## config.mk

```make
export PLATFORM = sky130hd
export DESIGN_NAME = websocket_frame_deframer_unmask
export DESIGN_NICKNAME = d
export VERILOG_FILES = /design/src/rtl/wsdf_pkg.sv /design/src/rtl/websocket_frame_deframer_unmask.sv
export SDC_FILE = /design/constraint.sdc
export NUM_CORES = 1
export LEC_CHECK = 0
export BUFFER_PORTS_ARGS = -buffer_cell sky130_fd_sc_hd__buf_4
export CAP_MARGIN = 10
export CORE_ASPECT_RATIO = 2
export CORE_MARGIN = 2
export CORE_UTILIZATION = 55
export CTS_CLUSTER_SIZE = 10
export DETAILED_ROUTE_END_ITERATION = 7
export PLACE_DENSITY_LB_ADDON = 0.05
export SLEW_MARGIN = 20
export SYNTH_ARGS = -nofsm -noshare
export SYNTH_HDL_FRONTEND = slang
export SYNTH_SLANG_ARGS = --single-unit
```

## constraint.sdc

```tcl
create_clock -name clk -period 4.7 [get_ports clk]
set_input_delay 0 -clock clk [delete_from_list [all_inputs] [get_ports clk]]
set_output_delay 0 -clock clk [all_outputs]
set_load 0.05 [all_outputs]
```

## src/rtl/wsdf_pkg.sv

```systemverilog
// Shared result codes and field widths for the WebSocket frame deframer.
`default_nettype none

package wsdf_pkg;

	// Result kinds.
	localparam logic [1:0] KIND_HEADER  = 2'd0;
	localparam logic [1:0] KIND_PAYLOAD = 2'd1;
	localparam logic [1:0] KIND_ERROR   = 2'd2;

	// Error codes.
	localparam logic [1:0] ERR_NONE      = 2'd0;
	localparam logic [1:0] ERR_LEN_TOP   = 2'd1;
	localparam logic [1:0] ERR_RESERVED  = 2'd2;
	localparam logic [1:0] ERR_CTRL_LONG = 2'd3;

	// Field widths.
	localparam int unsigned LEN_W = 63;

	typedef logic [LEN_W-1:0] len_t;

endpackage

`default_nettype wire

```

## src/rtl/websocket_frame_deframer_unmask.sv

```systemverilog
// Top level of the WebSocket frame deframer with payload unmasking.
//
// Channel   Direction  Handshake            Payload
// input     in         in_valid/in_ready    data_byte
// result    out        out_valid/out_ready  kind, data_byte_res, opcode, final_fragment,
//                                           masked, frame_length, error_code, last
//
// One byte is taken per cycle; its result, if any, shows in the next cycle.
// The parser state and the result register update in the same cycle, so the
// sustained rate is one byte per clock while the result side keeps up.
// When a result waits and out_ready is low, in_ready drops until it is taken.
// Reset returns the parser to waiting for a first header byte and clears halt.
// After an error every accepted byte is dropped until the next reset.
`default_nettype none

module websocket_frame_deframer_unmask (
	input  wire                 clk,
	input  wire                 arst_n,
	input  wire                 in_valid,
	output logic                in_ready,
	input  wire  [7:0]          data_byte,
	output logic                out_valid,
	input  wire                 out_ready,
	output logic [1:0]          kind,
	output logic [7:0]          data_byte_res,
	output logic [3:0]          opcode,
	output logic                final_fragment,
	output logic                masked,
	output wsdf_pkg::len_t      frame_length,
	output logic [1:0]          error_code,
	output logic                last
);
	import wsdf_pkg::*;

	localparam logic [2:0] PH_FIRST   = 3'd0;
	localparam logic [2:0] PH_LEN     = 3'd1;
	localparam logic [2:0] PH_EXTLEN  = 3'd2;
	localparam logic [2:0] PH_MASK    = 3'd3;
	localparam logic [2:0] PH_PAYLOAD = 3'd4;

	localparam logic [6:0] LEN7_16    = 7'd126;
	localparam logic [6:0] LEN7_64    = 7'd127;
	localparam len_t       CTRL_MAX   = len_t'(125);

	// Parser state.
	logic [2:0]  phase_q, phase_n;
	logic [7:0]  flags_q, flags_n;
	len_t        accum_q, accum_n;
	logic [3:0]  left_q, left_n;
	logic [31:0] key_q, key_n;
	logic        mpres_q, mpres_n;
	logic [63:0] remain_q, remain_n;
	logic [1:0]  midx_q, midx_n;
	logic        halted_q, halted_n;

	// Result produced by the current transaction.
	logic        emit;
	logic [1:0]  emit_kind;
	logic [7:0]  emit_data;
	len_t        emit_len;
	logic [1:0]  emit_err;
	logic        emit_last;

	logic        in_fire;
	logic        len_done;
	logic        hdr_done;
	logic [7:0]  key_byte;

	assign in_ready = !out_valid || out_ready;
	assign in_fire  = in_valid && in_ready;

	// Mask key byte for the current payload position, most significant first.
	always_comb begin
		case (midx_q)
			2'd0:    key_byte = key_q[31:24];
			2'd1:    key_byte = key_q[23:16];
			2'd2:    key_byte = key_q[15:8];
			default: key_byte = key_q[7:0];
		endcase
	end

	// Next-state and result logic for one byte.
	always_comb begin
		phase_n   = phase_q;
		flags_n   = flags_q;
		accum_n   = accum_q;
		left_n    = left_q;
		key_n     = key_q;
		mpres_n   = mpres_q;
		remain_n  = remain_q;
		midx_n    = midx_q;
		halted_n  = halted_q;
		emit      = 1'b0;
		emit_kind = KIND_HEADER;
		emit_data = 8'd0;
		emit_len  = accum_q;
		emit_err  = ERR_NONE;
		emit_last = 1'b0;
		len_done  = 1'b0;
		hdr_done  = 1'b0;

		if (in_fire && !halted_q) begin
			case (phase_q)
				PH_FIRST: begin
					flags_n = data_byte;
					mpres_n = 1'b0;
					accum_n = '0;
					phase_n = PH_LEN;
				end
				PH_LEN: begin
					mpres_n = data_byte[7];
					accum_n = '0;
					if (data_byte[6:0] == LEN7_16) begin
						left_n  = 4'd2;
						phase_n = PH_EXTLEN;
					end else if (data_byte[6:0] == LEN7_64) begin
						left_n  = 4'd8;
						phase_n = PH_EXTLEN;
					end else begin
						accum_n  = len_t'(data_byte[6:0]);
						len_done = 1'b1;
					end
				end
				PH_EXTLEN: begin
					if (left_q == 4'd8 && data_byte[7]) begin
						halted_n  = 1'b1;
						emit      = 1'b1;
						emit_kind = KIND_ERROR;
						emit_len  = '0;
						emit_err  = ERR_LEN_TOP;
						emit_last = 1'b1;
					end else begin
						accum_n = {accum_q[LEN_W-9:0], data_byte};
						if (left_q != 4'd0) begin
							left_n = left_q - 4'd1;
						end
						if (left_n == 4'd0) begin
							len_done = 1'b1;
						end
					end
				end
				PH_MASK: begin
					key_n = {key_q[23:0], data_byte};
					if (left_q != 4'd0) begin
						left_n = left_q - 4'd1;
					end
					if (left_n == 4'd0) begin
						hdr_done = 1'b1;
					end
				end
				PH_PAYLOAD: begin
					midx_n    = midx_q + 2'd1;
					if (remain_q != 64'd0) begin
						remain_n = remain_q - 64'd1;
					end
					emit      = 1'b1;
					emit_kind = KIND_PAYLOAD;
					emit_data = mpres_q ? (data_byte ^ key_byte) : data_byte;
					emit_len  = accum_q;
					emit_last = (remain_n == 64'd0);
					if (remain_n == 64'd0) begin
						phase_n = PH_FIRST;
					end
				end
				default: begin
					phase_n = PH_FIRST;
				end
			endcase

			// Length complete: checks in priority order, then mask or header.
			if (len_done) begin
				if (flags_n[6:4] != 3'd0) begin
					halted_n  = 1'b1;
					emit      = 1'b1;
					emit_kind = KIND_ERROR;
					emit_len  = accum_n;
					emit_err  = ERR_RESERVED;
					emit_last = 1'b1;
				end else if (flags_n[3] && accum_n > CTRL_MAX) begin
					halted_n  = 1'b1;
					emit      = 1'b1;
					emit_kind = KIND_ERROR;
					emit_len  = accum_n;
					emit_err  = ERR_CTRL_LONG;
					emit_last = 1'b1;
				end else if (mpres_n) begin
					phase_n = PH_MASK;
					left_n  = 4'd4;
					key_n   = '0;
				end else begin
					hdr_done = 1'b1;
				end
			end

			// Header complete: report it and arm the payload counter.
			if (hdr_done) begin
				remain_n  = {1'b0, accum_n};
				midx_n    = 2'd0;
				emit      = 1'b1;
				emit_kind = KIND_HEADER;
				emit_len  = accum_n;
				emit_last = (accum_n == '0);
				phase_n   = (accum_n == '0) ? PH_FIRST : PH_PAYLOAD;
			end
		end
	end

	// Parser state registers.
	always_ff @(posedge clk or negedge arst_n) begin
		if (!arst_n) begin
			phase_q  <= PH_FIRST;
			flags_q  <= '0;
			accum_q  <= '0;
			left_q   <= '0;
			key_q    <= '0;
			mpres_q  <= 1'b0;
			remain_q <= '0;
			midx_q   <= '0;
			halted_q <= 1'b0;
		end else begin
			phase_q  <= phase_n;
			flags_q  <= flags_n;
			accum_q  <= accum_n;
			left_q   <= left_n;
			key_q    <= key_n;
			mpres_q  <= mpres_n;
			remain_q <= remain_n;
			midx_q   <= midx_n;
			halted_q <= halted_n;
		end
	end

	// Result valid flag.
	always_ff @(posedge clk or negedge arst_n) begin
		if (!arst_n) begin
			out_valid <= 1'b0;
		end else if (in_ready) begin
			out_valid <= emit;
		end
	end

	// Result payload register; loads only when a new result is produced.
	always_ff @(posedge clk) begin
		if (in_ready && emit) begin
			kind           <= emit_kind;
			data_byte_res  <= emit_data;
			opcode         <= flags_n[3:0];
			final_fragment <= flags_n[7];
			masked         <= mpres_n;
			frame_length   <= emit_len;
			error_code     <= emit_err;
			last           <= emit_last;
		end
	end

endmodule

`default_nettype wire

```

==> flow_metrics.tcl <==
set metrics [dict create \
    numCtsBuffers 30 \
    cts_setup_buffers 0 \
    ys_ff_latch 261 \
    dieArea_mm2 0.0268 \
    path_clk_slew_ns 0.06 \
    post_cts_resized 0 \
    layout_common_cells "nand2_1 (220), dfrtp_1 (179), o21ai_0 (150)" \
    ir_drop_mv 0.338 \
    insertion_delay_ns 0.59 \
    dp_cells 1870 \
    postRouteAntennaNets 0 \
    first_global_vias 13100 \
    maxClockFrequency_mhz 223 \
    leakage_nw 6.26 \
    endpoint_kind "register" \
    final_hold_viol_count 0 \
    antenna_found_initial 0 \
    min-delay-path-class "input pin to async pin" \
    finalWirelength_um 54900 \
    synth-async-reset-ratio_pct 68.6 \
    layout_min_cycle_time_ns 4.48 \
    rows 82 \
    pin_count 96 \
    rsz0062_at_grt "no" \
    fillers 2129 \
    die_h_um 230 \
    final_core_util_pct 64.7 \
    core-area_mm2 0.0250 \
    place_congestion 0.996 \
    yosysWarningCount 0 \
    cts_buffer_depth 3 \
    vias 13300 \
    status "complete, no violations" \
    synth-edff-count 82 \
    rr_worst_depth 9 \
    fin_nets 1595 \
    netlist_area_mm2 0.0140 \
    slew_headroom_pct 27.5 \
    layout_commonest_cell "nand2_1" \
    use_met2_pct 70.4 \
    clock_skew_ns 0.0288 \
    layout.cells.non_filler 1933 \
    mappedNetlistNets 1517 \
    tns_ns 0 \
    hold_buffers 10 \
    drc_errors 0 \
    synthDistinctLibCells 71 \
    yosysTopAreaCell "dfrtp_1" \
    avgSynthCellArea_um2 9.35 \
    cts.sinks 261 \
    io_buffer_count 95 \
    drt_iter0_drc 1242 \
    drt-pass1-iter-count 7 \
    grt_max_degree 185 \
    synth_top_area_share_pct 32.0 \
    syn_to_final_growth_pct 15.6 \
    cp.required_ns 5.12 \
    worst_slew_pin_slew_ns 1.08 \
    worstPathArrival_ns 4.90 \
    diodes 0 \
    use_met3_pct 5.08 \
    setup_viol 0 \
    grt_pass1_wl_um 81100 \
    synthFlopType "dfrtp_1" \
    die_w_um 117 \
    cts.htree.levels 1 \
    overflow 0 \
    cp-start-kind "register" \
    maxSlewViolCount 0 \
    use_met1_pct 43.7 \
    cap_violations 0 \
    wl_per_cell_um 28.4 \
    ys_seq_area_share_pct 49.6 \
    period_share_pct 95.3 \
    root_buffer "clkbuf_16" \
    drive_gt1_share_pct 13.3 \
    synthCells 1498 \
    path_class "register to register" \
    yosys-top-cells-area "dfrtp_1 (32%), edfxtp_1 (18%), nand2_1 (5.9%)" \
    busiest_layer "met2" \
    grtUsageTotal_pct 41.1 \
    cts_tree "built" \
    avgViaCountPerCell 6.86 \
    post-dp-hpwl_um 39600 \
    power_per_cell_area_mw_per_mm2 549 \
    worstPathMaxFanout 11 \
    initial_core_util_pct 55.9 \
]
==> cells in the mapped netlist (4+ instances only) <==
cell type and count:
nand2_1 221, dfrtp_1 179, o21ai_0 150, nor2_1 99
clkbuf_1 97, edfxtp_1 82, a21oi_1 76, a22o_1 72
a22oi_1 66, nor4_1 39, nor3_1 37, inv_1 29
or4_1 28, nand3_1 25, o22a_1 25, or3_1 23
xor2_1 19, nand4_1 15, a32oi_1 14, buf_1 13
o22ai_1 12, o31ai_1 12, o211ai_1 11, a222oi_1 9
mux2_2 9, a21o_1 8, a31oi_1 8, a2bb2oi_1 7
ha_1 7, or2_2 7, a211oi_1 6, a32o_1 6
nand2b_1 6, o21a_1 6, xnor2_1 6, and3_1 4
o41ai_1 4
==> routing by layer <==
layer / share of wire (%) / up-vias
met4: 11 / 0
met5: 0 / -
met3: 6.5 / 263
li1: - / 5818
met1: 32 / 6419
met2: 51 / 756
==> layout make-up <==
class                   instances  area [µm²]  area share, %
flip-flops and latches        261        6940           42.9
inverters                      29         109          0.672
repair buffers                160        1290           7.98
well taps                     336         420           2.60
multi-input cells            1094        6550           40.5
clock buffers                  52         865           5.34
clock inverters                 1        8.76         0.0541
==> worst max-delay path, cell delays in order (launching register included) <==
cell,delay (ns)
dfrtp_1,0.49
nor4_1,0.73
nand2_1,0.34
or4_4,0.73
a2111o_1,0.49
xor2_1,0.20
nand4_1,0.15
a2111oi_0,0.63
nand4_1,0.34
a21oi_1,0.22
==> flip-flops by register name, indices dropped and copies added, names as in the netlist <==
signal	count
masked	1
halted_q	1
out_valid	1
midx_q	2
frame_length	63
last	1
accum_q	63
final_fragment	1
mpres_q	1
opcode	4
left_q	4
kind	2
data_byte_res	8
flags_q	8
key_q	32
error_code	2
phase_q	3
remain_q	64
==> worst paths after layout <==
kind	startpoint	end	slack [ns]
min in group clk	in_valid	accum_q[60]	0.21
setup reg to reg	remain_q[21]	last	0.22
max in group asynchronous	arst_n	remain_q[44]	3.44
hold / removal	arst_n	key_q[0]	0.09
hold reg to reg	halted_q	halted_q	0.49
setup / recovery	remain_q[21]	last	0.22
==> metrics by stage <==
step	power [mW]	setup slack, ns	hold WS, ns	cell area, µm²
after floorplan	5.38	0.290	-0.296	14000
after global placement	6.62	0.352	0.171	15200
after detailed placement	6.65	0.349	0.176	15200
after CTS	8.80	0.324	0.150	16200
after global routing	9.24	0.106	0.197	16200
final	8.89	0.220	0.0864	16200
==> cell families after synthesis <==
logic type,after synthesis,synth area share (%)
AND/OR/NAND/NOR,527,17.9
AO/OA/AOI/OAI,523,25.5
buffers and inverters,143,3.96
multiplexers,11,0.867
flip-flops,261,49.6
adder cells (fa/ha/maj),8,0.697
XOR/XNOR,25,1.56
==> where the power goes <==
part           internal, mW  switching [mW]
sequential             2.87           0.654
clock                  1.23           0.934
combinational         0.977            2.22
total                  5.08            3.81
Note: power is estimated with default switching activity, not from simulation.
